==> src/hw/rtl/saturating_event_statistics_core_defines.svh <==
// Assertion macros for the saturating event statistics core.
// Taken in by the RTL files that carry concurrent checks; depends on nothing.
`ifndef SATURATING_EVENT_STATISTICS_CORE_DEFINES_SVH
`define SATURATING_EVENT_STATISTICS_CORE_DEFINES_SVH

// Antecedent holds in a cycle, consequent holds in the same cycle.
`define SES_ASSERT_IMP(name, clk, rstn, ante, cons) \
  name: assert property (@(posedge clk) disable iff (!rstn) (ante) |-> (cons)) \
    else $error("ses same-cycle check failed");

// Antecedent holds in a cycle, consequent holds in the next cycle.
`define SES_ASSERT_NEXT(name, clk, rstn, ante, cons) \
  name: assert property (@(posedge clk) disable iff (!rstn) (ante) |=> (cons)) \
    else $error("ses next-cycle check failed");

`endif

==> src/hw/rtl/ses_pkg.sv <==
// Shared types and constants for the saturating event statistics core.
// Used by every RTL file of the block; depends on nothing.
`default_nettype none

package ses_pkg;

  localparam int TICK_WIDTH    = 32;
  localparam int FRACTION_BITS = 16;
  localparam int RATIO_BITS    = 16;

  localparam int CMD_W   = 3;
  localparam int WORD_W  = 32;
  localparam int TOTAL_W = 64;
  localparam int IDX_W   = 4;
  localparam int RATIO_W = RATIO_BITS + 1;

  // Dividend of the fixed-point divider: a 64-bit value with the fraction appended.
  localparam int DIV_NUM_W = TOTAL_W + FRACTION_BITS;

  localparam logic [WORD_W-1:0] TICK_MASK = (TICK_WIDTH >= WORD_W) ? {WORD_W{1'b1}} :
      WORD_W'((64'd1 << TICK_WIDTH) - 64'd1);

  // Counter order for the read command.
  localparam logic [IDX_W-1:0] CTR_OK      = 4'd0;
  localparam logic [IDX_W-1:0] CTR_FAIL    = 4'd1;
  localparam logic [IDX_W-1:0] CTR_BYTES   = 4'd2;
  localparam logic [IDX_W-1:0] CTR_LAT_TOT = 4'd3;
  localparam logic [IDX_W-1:0] CTR_PEAK    = 4'd4;
  localparam logic [IDX_W-1:0] CTR_SAMPLES = 4'd5;
  localparam logic [IDX_W-1:0] CTR_CRC     = 4'd6;
  localparam logic [IDX_W-1:0] CTR_TIMEOUT = 4'd7;
  localparam logic [IDX_W-1:0] CTR_IRQ     = 4'd8;
  localparam logic [IDX_W-1:0] CTR_RST_EVT = 4'd9;

  typedef enum logic [CMD_W-1:0] {
    CMD_TRANSFER  = 3'd0,
    CMD_CRC       = 3'd1,
    CMD_TIMEOUT   = 3'd2,
    CMD_INTERRUPT = 3'd3,
    CMD_RESET_EVT = 3'd4,
    CMD_CLEAR     = 3'd5,
    CMD_DERIVE    = 3'd6,
    CMD_READ      = 3'd7
  } ses_cmd_e;

  typedef enum logic [2:0] {
    ST_IDLE,
    ST_MEAN,
    ST_TPUT,
    ST_RATIO,
    ST_EMIT
  } ses_state_e;

  // Classified request as it sits in the queue.
  typedef struct packed {
    ses_cmd_e          cmd;
    logic              ok;
    logic [WORD_W-1:0] bytes;
    logic [WORD_W-1:0] lat;
    logic [WORD_W-1:0] ela;
    logic [IDX_W-1:0]  idx;
  } ses_item_t;

  typedef struct packed {
    logic                 start;
    logic [DIV_NUM_W-1:0] num;
    logic [WORD_W-1:0]    den;
  } ses_div_req_t;

  typedef struct packed {
    logic               busy;
    logic               done;
    logic [TOTAL_W-1:0] value;
  } ses_div_rsp_t;

endpackage

`default_nettype wire

==> src/hw/rtl/ses_in_if.sv <==
// Request channel of the saturating event statistics core.
// Depends on ses_pkg for field widths.
`default_nettype none

interface ses_in_if;
  logic                         valid;
  logic                         ready;
  logic [ses_pkg::CMD_W-1:0]    command;
  logic                         transfer_ok;
  logic [ses_pkg::WORD_W-1:0]   byte_count;
  logic [ses_pkg::WORD_W-1:0]   latency;
  logic [ses_pkg::WORD_W-1:0]   elapsed;
  logic [ses_pkg::IDX_W-1:0]    counter_index;

  modport source (output valid, command, transfer_ok, byte_count, latency, elapsed,
                  counter_index, input ready);
  modport sink (input valid, command, transfer_ok, byte_count, latency, elapsed,
                counter_index, output ready);
endinterface

`default_nettype wire

==> src/hw/rtl/ses_out_if.sv <==
// Result channel of the saturating event statistics core.
// Depends on ses_pkg for field widths.
`default_nettype none

interface ses_out_if;
  logic                         valid;
  logic                         ready;
  logic [ses_pkg::TOTAL_W-1:0]  counter_value;
  logic [ses_pkg::TOTAL_W-1:0]  mean_latency;
  logic [ses_pkg::WORD_W-1:0]   max_latency;
  logic [ses_pkg::TOTAL_W-1:0]  throughput;
  logic [ses_pkg::RATIO_W-1:0]  success_ratio;

  modport source (output valid, counter_value, mean_latency, max_latency, throughput,
                  success_ratio, input ready);
  modport sink (input valid, counter_value, mean_latency, max_latency, throughput,
                success_ratio, output ready);
endinterface

`default_nettype wire

==> src/hw/rtl/saturating_event_statistics_core.sv <==
// Saturating event statistics core. Requests enter a two-deep queue that
// takes one request per cycle while it has room. Transfer, error, interrupt,
// reset-event and clear requests each retire as soon as they reach an idle
// back end, so a stream of them runs at one per cycle while no derive holds
// it. A read retires once the result register is free. A derive runs three
// quotients (mean latency, throughput, success ratio) one after another
// through a single divider that produces one quotient bit per cycle. The
// back end starts each quotient, collects it when the divider is done, and
// after the last one loads the result register, so a derive holds the back
// end until its result is loaded, including any wait for the result
// register; requests queue behind it meanwhile. Results leave through a
// one-entry output register, so the next request other than a read is taken
// while a result waits.
`default_nettype none

module saturating_event_statistics_core (
  input  wire logic clk_i,
  input  wire logic rst_ni,
  ses_in_if.sink    req_i,
  ses_out_if.source rsp_o
);

  logic                  head_valid;
  ses_pkg::ses_item_t    head;
  logic                  pop;
  ses_pkg::ses_div_req_t div_req;
  ses_pkg::ses_div_rsp_t div_rsp;

  ses_front u_front (
    .clk_i        (clk_i),
    .rst_ni       (rst_ni),
    .req_i        (req_i),
    .head_valid_o (head_valid),
    .head_o       (head),
    .pop_i        (pop)
  );

  ses_div u_div (
    .clk_i  (clk_i),
    .rst_ni (rst_ni),
    .req_i  (div_req),
    .rsp_o  (div_rsp)
  );

  ses_back u_back (
    .clk_i        (clk_i),
    .rst_ni       (rst_ni),
    .head_valid_i (head_valid),
    .head_i       (head),
    .pop_o        (pop),
    .div_req_o    (div_req),
    .div_rsp_i    (div_rsp),
    .rsp_o        (rsp_o)
  );

endmodule

`default_nettype wire

==> src/hw/rtl/ses_front.sv <==
// Front end: accepts requests, decodes and masks them, and queues them.
// Depends on ses_pkg and ses_in_if.
`default_nettype none

module ses_front (
  input  wire logic               clk_i,
  input  wire logic               rst_ni,
  ses_in_if.sink                  req_i,
  output      logic               head_valid_o,
  output      ses_pkg::ses_item_t head_o,
  input  wire logic               pop_i
);

  ses_pkg::ses_item_t fifo_q [2];
  ses_pkg::ses_item_t item;
  logic               wr_ptr_q, wr_ptr_d;
  logic               rd_ptr_q, rd_ptr_d;
  logic [1:0]         count_q, count_d;
  logic               push;
  logic               pop;

  always_comb begin
    item.cmd   = ses_pkg::ses_cmd_e'(req_i.command);
    item.ok    = req_i.transfer_ok;
    item.bytes = req_i.byte_count;
    item.lat   = req_i.latency & ses_pkg::TICK_MASK;
    item.ela   = req_i.elapsed & ses_pkg::TICK_MASK;
    item.idx   = req_i.counter_index;
  end

  assign req_i.ready  = (count_q != 2'd2);
  assign push         = req_i.valid && req_i.ready;
  assign head_valid_o = (count_q != 2'd0);
  assign head_o       = fifo_q[rd_ptr_q];
  assign pop          = pop_i && head_valid_o;

  always_comb begin
    wr_ptr_d = push ? ~wr_ptr_q : wr_ptr_q;
    rd_ptr_d = pop ? ~rd_ptr_q : rd_ptr_q;
    count_d  = count_q;
    if (push && !pop) begin
      count_d = count_q + 2'd1;
    end else if (pop && !push) begin
      count_d = count_q - 2'd1;
    end
  end

  always_ff @(posedge clk_i or negedge rst_ni) begin
    if (!rst_ni) begin
      wr_ptr_q <= 1'b0;
      rd_ptr_q <= 1'b0;
      count_q  <= 2'd0;
    end else begin
      wr_ptr_q <= wr_ptr_d;
      rd_ptr_q <= rd_ptr_d;
      count_q  <= count_d;
    end
  end

  always_ff @(posedge clk_i) begin
    if (push) begin
      fifo_q[wr_ptr_q] <= item;
    end
  end

endmodule

`default_nettype wire

==> src/hw/rtl/ses_div.sv <==
// Bit-serial fixed-point divider, one quotient bit per cycle.
// Saturates to all ones above 64 bits and returns 0 for a zero divisor.
// Depends on ses_pkg.
`default_nettype none

module ses_div (
  input  wire logic                 clk_i,
  input  wire logic                 rst_ni,
  input  wire ses_pkg::ses_div_req_t req_i,
  output      ses_pkg::ses_div_rsp_t rsp_o
);

  localparam int NumW = ses_pkg::DIV_NUM_W;
  localparam int DenW = ses_pkg::WORD_W;
  localparam int ValW = ses_pkg::TOTAL_W;
  localparam int CntW = $clog2(NumW);

  logic                busy_q, busy_d;
  logic                done_q, done_d;
  logic [CntW-1:0]     cnt_q, cnt_d;
  logic                den_zero_q;
  logic [DenW-1:0]     den_q;
  logic [DenW-1:0]     rem_q, rem_d;
  logic [NumW-1:0]     work_q, work_d;
  logic [ValW-1:0]     value_q, value_d;
  logic [DenW:0]       shifted;
  logic [DenW:0]       diff;
  logic                take;
  logic                start;

  assign start   = req_i.start && !busy_q;
  assign shifted = {rem_q, work_q[NumW-1]};
  assign diff    = shifted - {1'b0, den_q};
  assign take    = (shifted >= {1'b0, den_q});

  always_comb begin
    busy_d  = busy_q;
    done_d  = 1'b0;
    cnt_d   = cnt_q;
    rem_d   = rem_q;
    work_d  = work_q;
    value_d = value_q;
    if (start) begin
      busy_d = 1'b1;
      cnt_d  = CntW'(NumW - 1);
      rem_d  = '0;
      work_d = req_i.num;
    end else if (busy_q) begin
      rem_d  = take ? diff[DenW-1:0] : shifted[DenW-1:0];
      work_d = {work_q[NumW-2:0], take};
      cnt_d  = cnt_q - 1'b1;
      if (cnt_q == '0) begin
        busy_d = 1'b0;
        done_d = 1'b1;
        if (den_zero_q) begin
          value_d = '0;
        end else if (|work_d[NumW-1:ValW]) begin
          value_d = '1;
        end else begin
          value_d = work_d[ValW-1:0];
        end
      end
    end
  end

  always_ff @(posedge clk_i or negedge rst_ni) begin
    if (!rst_ni) begin
      busy_q <= 1'b0;
      done_q <= 1'b0;
      cnt_q  <= '0;
    end else begin
      busy_q <= busy_d;
      done_q <= done_d;
      cnt_q  <= cnt_d;
    end
  end

  always_ff @(posedge clk_i) begin
    rem_q   <= rem_d;
    work_q  <= work_d;
    value_q <= value_d;
    if (start) begin
      den_q      <= req_i.den;
      den_zero_q <= (req_i.den == '0);
    end
  end

  assign rsp_o.busy  = busy_q;
  assign rsp_o.done  = done_q;
  assign rsp_o.value = value_q;

endmodule

`default_nettype wire

==> src/hw/rtl/ses_back.sv <==
// Back end: counter file, command sequencer and result register.
// Drives the shared divider for derive requests.
// Depends on ses_pkg, ses_out_if and the assertion macro header.
`default_nettype none
`include "saturating_event_statistics_core_defines.svh"

module ses_back (
  input  wire logic                  clk_i,
  input  wire logic                  rst_ni,
  input  wire logic                  head_valid_i,
  input  wire ses_pkg::ses_item_t    head_i,
  output      logic                  pop_o,
  output      ses_pkg::ses_div_req_t div_req_o,
  input  wire ses_pkg::ses_div_rsp_t div_rsp_i,
  ses_out_if.source                  rsp_o
);

  localparam int WordW = ses_pkg::WORD_W;
  localparam int TotW  = ses_pkg::TOTAL_W;
  localparam int NumW  = ses_pkg::DIV_NUM_W;
  localparam int FracW = ses_pkg::FRACTION_BITS;
  localparam int RatW  = ses_pkg::RATIO_BITS;

  function automatic logic [WordW-1:0] inc32(input logic [WordW-1:0] v);
    return (v == '1) ? v : v + 1'b1;
  endfunction

  function automatic logic [TotW-1:0] add64(input logic [TotW-1:0] a,
                                            input logic [WordW-1:0] b);
    logic [TotW:0] s;
    s = {1'b0, a} + {{(TotW - WordW + 1){1'b0}}, b};
    return s[TotW] ? '1 : s[TotW-1:0];
  endfunction

  ses_pkg::ses_state_e state_q, state_d;

  logic [WordW-1:0] ok_q, ok_d, fail_q, fail_d;
  logic [TotW-1:0]  bytes_q, bytes_d, lat_tot_q, lat_tot_d;
  logic [WordW-1:0] peak_q, peak_d, samples_q, samples_d;
  logic [WordW-1:0] crc_q, crc_d, tmo_q, tmo_d, irq_q, irq_d, rst_evt_q, rst_evt_d;

  logic [WordW-1:0]         ela_q, ela_d;
  logic [TotW-1:0]          mean_q, mean_d, tput_q, tput_d;
  logic [ses_pkg::RATIO_W-1:0] ratio_q, ratio_d;

  logic                     out_valid_q, out_valid_d;
  logic [TotW-1:0]          out_cv_q, out_cv_d, out_mean_q, out_mean_d;
  logic [WordW-1:0]         out_max_q, out_max_d;
  logic [TotW-1:0]          out_tput_q, out_tput_d;
  logic [ses_pkg::RATIO_W-1:0] out_ratio_q, out_ratio_d;

  logic             out_free;
  logic             out_load;
  logic [WordW:0]   total_sum;
  logic [WordW-1:0] total;
  logic [TotW-1:0]  picked;

  assign out_free  = !out_valid_q || rsp_o.ready;
  assign total_sum = {1'b0, ok_q} + {1'b0, fail_q};
  assign total     = total_sum[WordW] ? '1 : total_sum[WordW-1:0];

  always_comb begin
    case (head_i.idx)
      ses_pkg::CTR_OK:      picked = {{(TotW - WordW){1'b0}}, ok_q};
      ses_pkg::CTR_FAIL:    picked = {{(TotW - WordW){1'b0}}, fail_q};
      ses_pkg::CTR_BYTES:   picked = bytes_q;
      ses_pkg::CTR_LAT_TOT: picked = lat_tot_q;
      ses_pkg::CTR_PEAK:    picked = {{(TotW - WordW){1'b0}}, peak_q};
      ses_pkg::CTR_SAMPLES: picked = {{(TotW - WordW){1'b0}}, samples_q};
      ses_pkg::CTR_CRC:     picked = {{(TotW - WordW){1'b0}}, crc_q};
      ses_pkg::CTR_TIMEOUT: picked = {{(TotW - WordW){1'b0}}, tmo_q};
      ses_pkg::CTR_IRQ:     picked = {{(TotW - WordW){1'b0}}, irq_q};
      ses_pkg::CTR_RST_EVT: picked = {{(TotW - WordW){1'b0}}, rst_evt_q};
      default:              picked = '0;
    endcase
  end

  always_comb begin
    state_d     = state_q;
    pop_o       = 1'b0;
    out_load    = 1'b0;
    div_req_o   = '0;
    ok_d        = ok_q;
    fail_d      = fail_q;
    bytes_d     = bytes_q;
    lat_tot_d   = lat_tot_q;
    peak_d      = peak_q;
    samples_d   = samples_q;
    crc_d       = crc_q;
    tmo_d       = tmo_q;
    irq_d       = irq_q;
    rst_evt_d   = rst_evt_q;
    ela_d       = ela_q;
    mean_d      = mean_q;
    tput_d      = tput_q;
    ratio_d     = ratio_q;
    out_cv_d    = out_cv_q;
    out_mean_d  = out_mean_q;
    out_max_d   = out_max_q;
    out_tput_d  = out_tput_q;
    out_ratio_d = out_ratio_q;

    case (state_q)
      ses_pkg::ST_IDLE: begin
        if (head_valid_i) begin
          case (head_i.cmd)
            ses_pkg::CMD_TRANSFER: begin
              pop_o = 1'b1;
              if (head_i.ok) begin
                ok_d = inc32(ok_q);
              end else begin
                fail_d = inc32(fail_q);
              end
              bytes_d   = add64(bytes_q, head_i.bytes);
              lat_tot_d = add64(lat_tot_q, head_i.lat);
              if (head_i.lat > peak_q) begin
                peak_d = head_i.lat;
              end
              samples_d = inc32(samples_q);
            end
            ses_pkg::CMD_CRC: begin
              pop_o = 1'b1;
              crc_d = inc32(crc_q);
            end
            ses_pkg::CMD_TIMEOUT: begin
              pop_o = 1'b1;
              tmo_d = inc32(tmo_q);
            end
            ses_pkg::CMD_INTERRUPT: begin
              pop_o = 1'b1;
              irq_d = inc32(irq_q);
            end
            ses_pkg::CMD_RESET_EVT: begin
              pop_o     = 1'b1;
              rst_evt_d = inc32(rst_evt_q);
            end
            ses_pkg::CMD_CLEAR: begin
              pop_o     = 1'b1;
              ok_d      = '0;
              fail_d    = '0;
              bytes_d   = '0;
              lat_tot_d = '0;
              peak_d    = '0;
              samples_d = '0;
              crc_d     = '0;
              tmo_d     = '0;
              irq_d     = '0;
              rst_evt_d = '0;
            end
            ses_pkg::CMD_DERIVE: begin
              // Counters hold still until the result is loaded: nothing else pops meanwhile.
              pop_o           = 1'b1;
              ela_d           = head_i.ela;
              div_req_o.start = 1'b1;
              div_req_o.num   = {lat_tot_q, {FracW{1'b0}}};
              div_req_o.den   = samples_q;
              state_d         = ses_pkg::ST_MEAN;
            end
            ses_pkg::CMD_READ: begin
              if (out_free) begin
                pop_o       = 1'b1;
                out_load    = 1'b1;
                out_cv_d    = picked;
                out_mean_d  = '0;
                out_max_d   = '0;
                out_tput_d  = '0;
                out_ratio_d = '0;
              end
            end
            default: ;
          endcase
        end
      end
      ses_pkg::ST_MEAN: begin
        if (div_rsp_i.done) begin
          mean_d          = div_rsp_i.value;
          div_req_o.start = 1'b1;
          div_req_o.num   = {bytes_q, {FracW{1'b0}}};
          div_req_o.den   = ela_q;
          state_d         = ses_pkg::ST_TPUT;
        end
      end
      ses_pkg::ST_TPUT: begin
        if (div_rsp_i.done) begin
          tput_d          = div_rsp_i.value;
          div_req_o.start = 1'b1;
          div_req_o.num   = {{(NumW - WordW - RatW){1'b0}}, ok_q, {RatW{1'b0}}};
          div_req_o.den   = total;
          state_d         = ses_pkg::ST_RATIO;
        end
      end
      ses_pkg::ST_RATIO: begin
        if (div_rsp_i.done) begin
          ratio_d = div_rsp_i.value[ses_pkg::RATIO_W-1:0];
          state_d = ses_pkg::ST_EMIT;
        end
      end
      ses_pkg::ST_EMIT: begin
        if (out_free) begin
          out_load    = 1'b1;
          out_cv_d    = '0;
          out_mean_d  = mean_q;
          out_max_d   = peak_q;
          out_tput_d  = tput_q;
          out_ratio_d = ratio_q;
          state_d     = ses_pkg::ST_IDLE;
        end
      end
      default: state_d = ses_pkg::ST_IDLE;
    endcase

    out_valid_d = out_load || (out_valid_q && !rsp_o.ready);
  end

  always_ff @(posedge clk_i or negedge rst_ni) begin
    if (!rst_ni) begin
      state_q     <= ses_pkg::ST_IDLE;
      out_valid_q <= 1'b0;
      ok_q        <= '0;
      fail_q      <= '0;
      bytes_q     <= '0;
      lat_tot_q   <= '0;
      peak_q      <= '0;
      samples_q   <= '0;
      crc_q       <= '0;
      tmo_q       <= '0;
      irq_q       <= '0;
      rst_evt_q   <= '0;
    end else begin
      state_q     <= state_d;
      out_valid_q <= out_valid_d;
      ok_q        <= ok_d;
      fail_q      <= fail_d;
      bytes_q     <= bytes_d;
      lat_tot_q   <= lat_tot_d;
      peak_q      <= peak_d;
      samples_q   <= samples_d;
      crc_q       <= crc_d;
      tmo_q       <= tmo_d;
      irq_q       <= irq_d;
      rst_evt_q   <= rst_evt_d;
    end
  end

  always_ff @(posedge clk_i) begin
    ela_q       <= ela_d;
    mean_q      <= mean_d;
    tput_q      <= tput_d;
    ratio_q     <= ratio_d;
    out_cv_q    <= out_cv_d;
    out_mean_q  <= out_mean_d;
    out_max_q   <= out_max_d;
    out_tput_q  <= out_tput_d;
    out_ratio_q <= out_ratio_d;
  end

  assign rsp_o.valid         = out_valid_q;
  assign rsp_o.counter_value = out_cv_q;
  assign rsp_o.mean_latency  = out_mean_q;
  assign rsp_o.max_latency   = out_max_q;
  assign rsp_o.throughput    = out_tput_q;
  assign rsp_o.success_ratio = out_ratio_q;

  `SES_ASSERT_IMP(a_load_into_free_slot, clk_i, rst_ni, out_load, out_free)
  `SES_ASSERT_IMP(a_div_start_when_idle, clk_i, rst_ni, div_req_o.start, !div_rsp_i.busy)
  `SES_ASSERT_IMP(a_pop_only_idle, clk_i, rst_ni, pop_o, state_q == ses_pkg::ST_IDLE)
  `SES_ASSERT_NEXT(a_ok_saturates, clk_i, rst_ni, (ok_q == '1) && !(pop_o && head_i.cmd == ses_pkg::CMD_CLEAR), ok_q == '1)

endmodule

`default_nettype wire
==> src/flat_wrapper.sv <==
// flat-port wrapper written by rule: the top's interface ports become plain ports
module saturating_event_statistics_core_flat 
  (clk_i, rst_ni, req_i_valid, req_i_command, req_i_transfer_ok, req_i_byte_count, req_i_latency, req_i_elapsed, req_i_counter_index, req_i_ready, rsp_o_valid, rsp_o_counter_value, rsp_o_mean_latency, rsp_o_max_latency, rsp_o_throughput, rsp_o_success_ratio, rsp_o_ready);
  ses_in_if req_i_i ();
  ses_out_if rsp_o_i ();
  input  wire logic clk_i;
  input  wire logic rst_ni;
  input wire logic [$bits(req_i_i.valid)-1:0] req_i_valid;
  input wire logic [$bits(req_i_i.command)-1:0] req_i_command;
  input wire logic [$bits(req_i_i.transfer_ok)-1:0] req_i_transfer_ok;
  input wire logic [$bits(req_i_i.byte_count)-1:0] req_i_byte_count;
  input wire logic [$bits(req_i_i.latency)-1:0] req_i_latency;
  input wire logic [$bits(req_i_i.elapsed)-1:0] req_i_elapsed;
  input wire logic [$bits(req_i_i.counter_index)-1:0] req_i_counter_index;
  output wire logic [$bits(req_i_i.ready)-1:0] req_i_ready;
  output wire logic [$bits(rsp_o_i.valid)-1:0] rsp_o_valid;
  output wire logic [$bits(rsp_o_i.counter_value)-1:0] rsp_o_counter_value;
  output wire logic [$bits(rsp_o_i.mean_latency)-1:0] rsp_o_mean_latency;
  output wire logic [$bits(rsp_o_i.max_latency)-1:0] rsp_o_max_latency;
  output wire logic [$bits(rsp_o_i.throughput)-1:0] rsp_o_throughput;
  output wire logic [$bits(rsp_o_i.success_ratio)-1:0] rsp_o_success_ratio;
  input wire logic [$bits(rsp_o_i.ready)-1:0] rsp_o_ready;
  assign req_i_i.valid = req_i_valid;
  assign req_i_i.command = req_i_command;
  assign req_i_i.transfer_ok = req_i_transfer_ok;
  assign req_i_i.byte_count = req_i_byte_count;
  assign req_i_i.latency = req_i_latency;
  assign req_i_i.elapsed = req_i_elapsed;
  assign req_i_i.counter_index = req_i_counter_index;
  assign req_i_ready = req_i_i.ready;
  assign rsp_o_valid = rsp_o_i.valid;
  assign rsp_o_counter_value = rsp_o_i.counter_value;
  assign rsp_o_mean_latency = rsp_o_i.mean_latency;
  assign rsp_o_max_latency = rsp_o_i.max_latency;
  assign rsp_o_throughput = rsp_o_i.throughput;
  assign rsp_o_success_ratio = rsp_o_i.success_ratio;
  assign rsp_o_i.ready = rsp_o_ready;
  saturating_event_statistics_core u_core (.clk_i(clk_i), .rst_ni(rst_ni), .req_i(req_i_i), .rsp_o(rsp_o_i));
endmodule
==> config.mk <==
export PLATFORM = sky130hd
export DESIGN_NAME = saturating_event_statistics_core_flat
export DESIGN_NICKNAME = d
export VERILOG_FILES = /design/src/hw/rtl/ses_pkg.sv /design/src/hw/rtl/ses_in_if.sv /design/src/hw/rtl/ses_out_if.sv /design/src/hw/rtl/saturating_event_statistics_core.sv /design/src/hw/rtl/ses_front.sv /design/src/hw/rtl/ses_div.sv /design/src/hw/rtl/ses_back.sv /design/src/flat_wrapper.sv
export VERILOG_INCLUDE_DIRS = /design/src /design/src/hw/rtl
export SDC_FILE = /design/constraint.sdc
export NUM_CORES = 2
export LEC_CHECK = 0
export ABC_CLOCK_PERIOD_IN_PS = 11700
export BUFFER_PORTS_ARGS = -buffer_cell sky130_fd_sc_hd__clkbuf_2
export CORE_AREA = 4 4 374 468
export DETAILED_ROUTE_END_ITERATION = 16
export DIE_AREA = 0 0 378 472
export GPL_TIMING_DRIVEN = 0
export SYNTH_ARGS = -nofsm -noshare
export SYNTH_HDL_FRONTEND = slang
export SYNTH_SLANG_ARGS = --single-unit
export TNS_END_PERCENT = 10
==> constraint.sdc <==
create_clock -name clk_i -period 11.7 [get_ports clk_i]
set_clock_uncertainty 0.15 [all_clocks]
set_input_delay 2.34 -clock clk_i [delete_from_list [all_inputs] [get_ports clk_i]]
set_output_delay 2.34 -clock clk_i [all_outputs]
set_load 0.01 [all_outputs]
==> impl_metrics.env <==
export IMPL_yosys_area_share_adder_pct=3.71
export IMPL_drive_gt1_share_pct=14.0
export IMPL_hpwlAfterDp_mm=160
export IMPL_cap_viol_max_count=0
export IMPL_cts_buffers=133
export IMPL_layout_area_overhead_vs_synth_pct=16.4
export IMPL_worstSetupStartpointType="flop"
export IMPL_final_util_pct=40.5
export IMPL_drc_errors=0
export IMPL_ys_seq_area_share_pct=58.5
export IMPL_cts_root_buf="clkbuf_16"
export IMPL_leakagePower_nw=27.9
export IMPL_rows=170
export IMPL_final_common_cell="edfxtp_1"
export IMPL_ys_ff_latch=1236
export IMPL_clkLatencyLatePin_ns=0.82
export IMPL_antenna_found_initial=14
export IMPL_min_path_type="reg -> reg"
export IMPL_cts_setup_buffers=0
export IMPL_grt_pass1_wl_mm=296
export IMPL_cts_reportedPaths_clkPinSlew_ns=0.06
export IMPL_gp_congestion=1.02
export IMPL_power_density_mw_per_mm2=208
export IMPL_vias_per_cell=5.57
export IMPL_timing_rr_start="u_core.u_front.rd_ptr_q"
export IMPL_r2r_end="u_core.u_back.bytes_q[59]"
export IMPL_synth_distinct_cells=106
export IMPL_ctsResizeCount=0
export IMPL_outcome="finished, final reports clean"
export IMPL_synth_simple_area_share_pct=14.8
export IMPL_wirelength_mm=206
export IMPL_grt_pass1_vias=43700
export IMPL_syn_inst=5232
export IMPL_nNetsFinal=6028
export IMPL_synth_xor_area_share_pct=4.20
export IMPL_synth_top_family_by_area="simple AND/OR/NAND/NOR gates"
export IMPL_postRouteAntennaNets=0
export IMPL_ys_async_sr_fraction_pct=32.4
export IMPL_holdPathEnd="u_core.u_back.mean_q[61]"
export IMPL_synth_compound_area_share_pct=13.4
export IMPL_end_kind="flop"
export IMPL_fmax_ghz=0.119
export IMPL_cts_htree_levels=4
export IMPL_wl_per_cell_um=25.4
export IMPL_slowest_stage="mux2i_1"
export IMPL_syn_nets=5514
export IMPL_die_y_um=472
export IMPL_drt_met1_wl_mm=81.5
export IMPL_drtPass1Iterations=9
export IMPL_r2r_setup_slack_ns=3.32
export IMPL_cts_sinks=1236
export IMPL_die_area_sq_mm=0.178
export IMPL_crit_path_cell_trace="buf_2 > buf_1 > buf_1 > buf_1 > buf_2 > clkbuf_1 > mux2i_1 > fa_1 > nor2b_1 > o21ai_1 > a21boi_1 > nor3_1 > o21a_1 > o2111a_1 > o31ai_2 > a31oi_1 > or2_1 > clkbuf_1 > buf_2 > a41oi_1 > o21a_1"
export IMPL_timing_slew_headroom_pct=1.92
export IMPL_setup_violations=0
export IMPL_crit_path_max_fanout=10
export IMPL_rsz0062_at_grt="no"
export IMPL_ioPinCount=351
export IMPL_synthFlopType="edfxtp_1"
export IMPL_grt_use_total_pct=22.6
export IMPL_hold_ws_ns=0.294
export IMPL_synth_area_per_cell_sq_um=11.4
export IMPL_top_layer="met5"
export IMPL_stdcell_area_sq_mm=0.0692
export IMPL_placed_area_sq_mm=0.0647
export IMPL_fp_dieW_um=378
export IMPL_dr_total_vias=45100
export IMPL_critPathRequiredTime_ns=12.22
export IMPL_syn_area_sq_mm=0.0595
export IMPL_dr_first_iter_drc_count=4796
export IMPL_crit_arrival_ns=8.90
export IMPL_hold_viol=0
export IMPL_holdPathStages=0
export IMPL_setup_worst_path_start="u_core.u_front.rd_ptr_q"
export IMPL_layout_common_cells="edfxtp_1 (803), nor2_1 (624), nand2_1 (411)"
export IMPL_synth_mux_area_share_pct=2.65
export IMPL_portBuffers=350
export IMPL_min_from="u_core.u_div.value_q[61]"
export IMPL_synth_edf_count=803
export IMPL_final_min_clock_period_ns=8.38
export IMPL_vdd_ir_drop_max_mv=0.144
export IMPL_yosys_warnings=0
export IMPL_grt_start_max_net_pins=105
export IMPL_tightestPinTransition_ns=1.43
export IMPL_r2r_cells=21
export IMPL_met2_length_mm=94.4
export IMPL_cts_hold_buffers=0
export IMPL_cts_tree="built"
export IMPL_clk_path_buf_depth=3
export IMPL_core_sq_mm=0.171
export IMPL_path_class="reg -> reg"
export IMPL_met3_length_mm=15.2
export IMPL_period_share_pct=71.6
export IMPL_max_stage_delay_ns=1.22
export IMPL_grt_overflow=0
export IMPL_start_util_pct=34.8
export IMPL_drv_slew=0
## metal layers
metal / vias up / track usage [%]
met1: 22000 / 28.4
met4: 2 / 13.9
met5: - / 0
met3: 510 / 4.28
met2: 2012 / 36.1
li1: 20600 / -
## sequential cells by signal, summed over array words and instances, names as in the netlist, 64 cells and up
| name | flops |
|---|---|
| u_core.u_back.bytes_q | 64 |
| u_core.u_back.rsp_o.counter_value | 64 |
| u_core.u_back.mean_q | 64 |
| u_core.u_back.tput_q | 64 |
| u_core.u_div.value_q | 64 |
| u_core.u_back.rsp_o.throughput | 64 |
| u_core.u_back.lat_tot_q | 64 |
| u_core.u_div.work_q | 80 |
| u_core.u_front.fifo_q | 208 |
| u_core.u_back.rsp_o.mean_latency | 64 |
## where the power goes
group	total [mW]	internal (mW)	switching (mW)
clock	4.35	2.45	1.90
combinational	4.06	1.51	2.55
sequential	5.99	5.36	0.627
## critical path, delay by kind of cell (launching register included)
kind / cells / cell delay, ns
buffers and inverters: 8 / 3.73
AO/OA/AOI/OAI: 8 / 1.67
multiplexers: 1 / 1.22
flip-flops: 1 / 0.50
AND/OR/NAND/NOR: 3 / 0.50
adder cells (fa/ha/maj): 1 / 0.43
## logic make-up after synthesis
kind of cell / count (synthesis)
simple gates: 1822
flops: 1236
compound gates: 1155
buf+inv: 419
xor+xnor: 285
fa+ha+maj: 174
mux: 141
## how the worst max path moves through the flow
stage / endpoint / slack, ns
floorplan: u_core.u_back.rsp_o.counter_value[0] / 3.70
global placement: u_core.u_back.crc_q[26] / -1.66
detailed placement: u_core.u_back.bytes_q[43] / 3.27
CTS: u_core.u_back.bytes_q[59] / 3.23
global route: u_core.u_back.bytes_q[59] / 2.73
finish: u_core.u_back.bytes_q[59] / 3.32
## synth_stat cells, types with 35 or more instances
library cell / instances / area [sq um]
edfxtp_1: 803 / 24100
and4_1: 35 / 307
dfrtp_1: 401 / 10000
or3_1: 51 / 319
buf_2: 38 / 190
and2_1: 46 / 288
ha_1: 170 / 2130
a21o_1: 85 / 638
and3_1: 219 / 1370
nor3_1: 76 / 380
nand4_1: 81 / 507
nor2_1: 627 / 2350
a21oi_1: 203 / 1020
mux2_2: 128 / 1440
nand3_1: 148 / 741
a221oi_1: 102 / 893
xor2_1: 167 / 1460
a31oi_1: 68 / 425
a22oi_1: 100 / 751
xnor2_1: 118 / 1030
inv_1: 137 / 514
clkbuf_1: 221 / 830
o21ai_0: 257 / 1290
a22o_1: 87 / 762
nand2_1: 411 / 1540
## per-stage QoR
stage	cells	worst slack (ns)	total power [mW]	TNS (ns)
floorplan	5232	3.70	8.54	0
global placement	7818	-1.66	10.0	-633.85
detailed placement	7847	3.27	10.1	0
CTS	8090	3.23	14.5	0
global route	8091	2.73	15.1	0
finish	8098	3.32	14.4	0
## final cells by class
cell class,count,area (sq um)
antenna,8,20.0
buffer,281,1150
clock buffer,167,3550
clock inverter,76,1000
fill,16500,102000
inverter,138,520
multi-input combinational,3577,23100
sequential,1236,34800
tap,2236,2800
timing repair buffer,379,2320
Note: power is estimated with default switching activity, not from simulation.
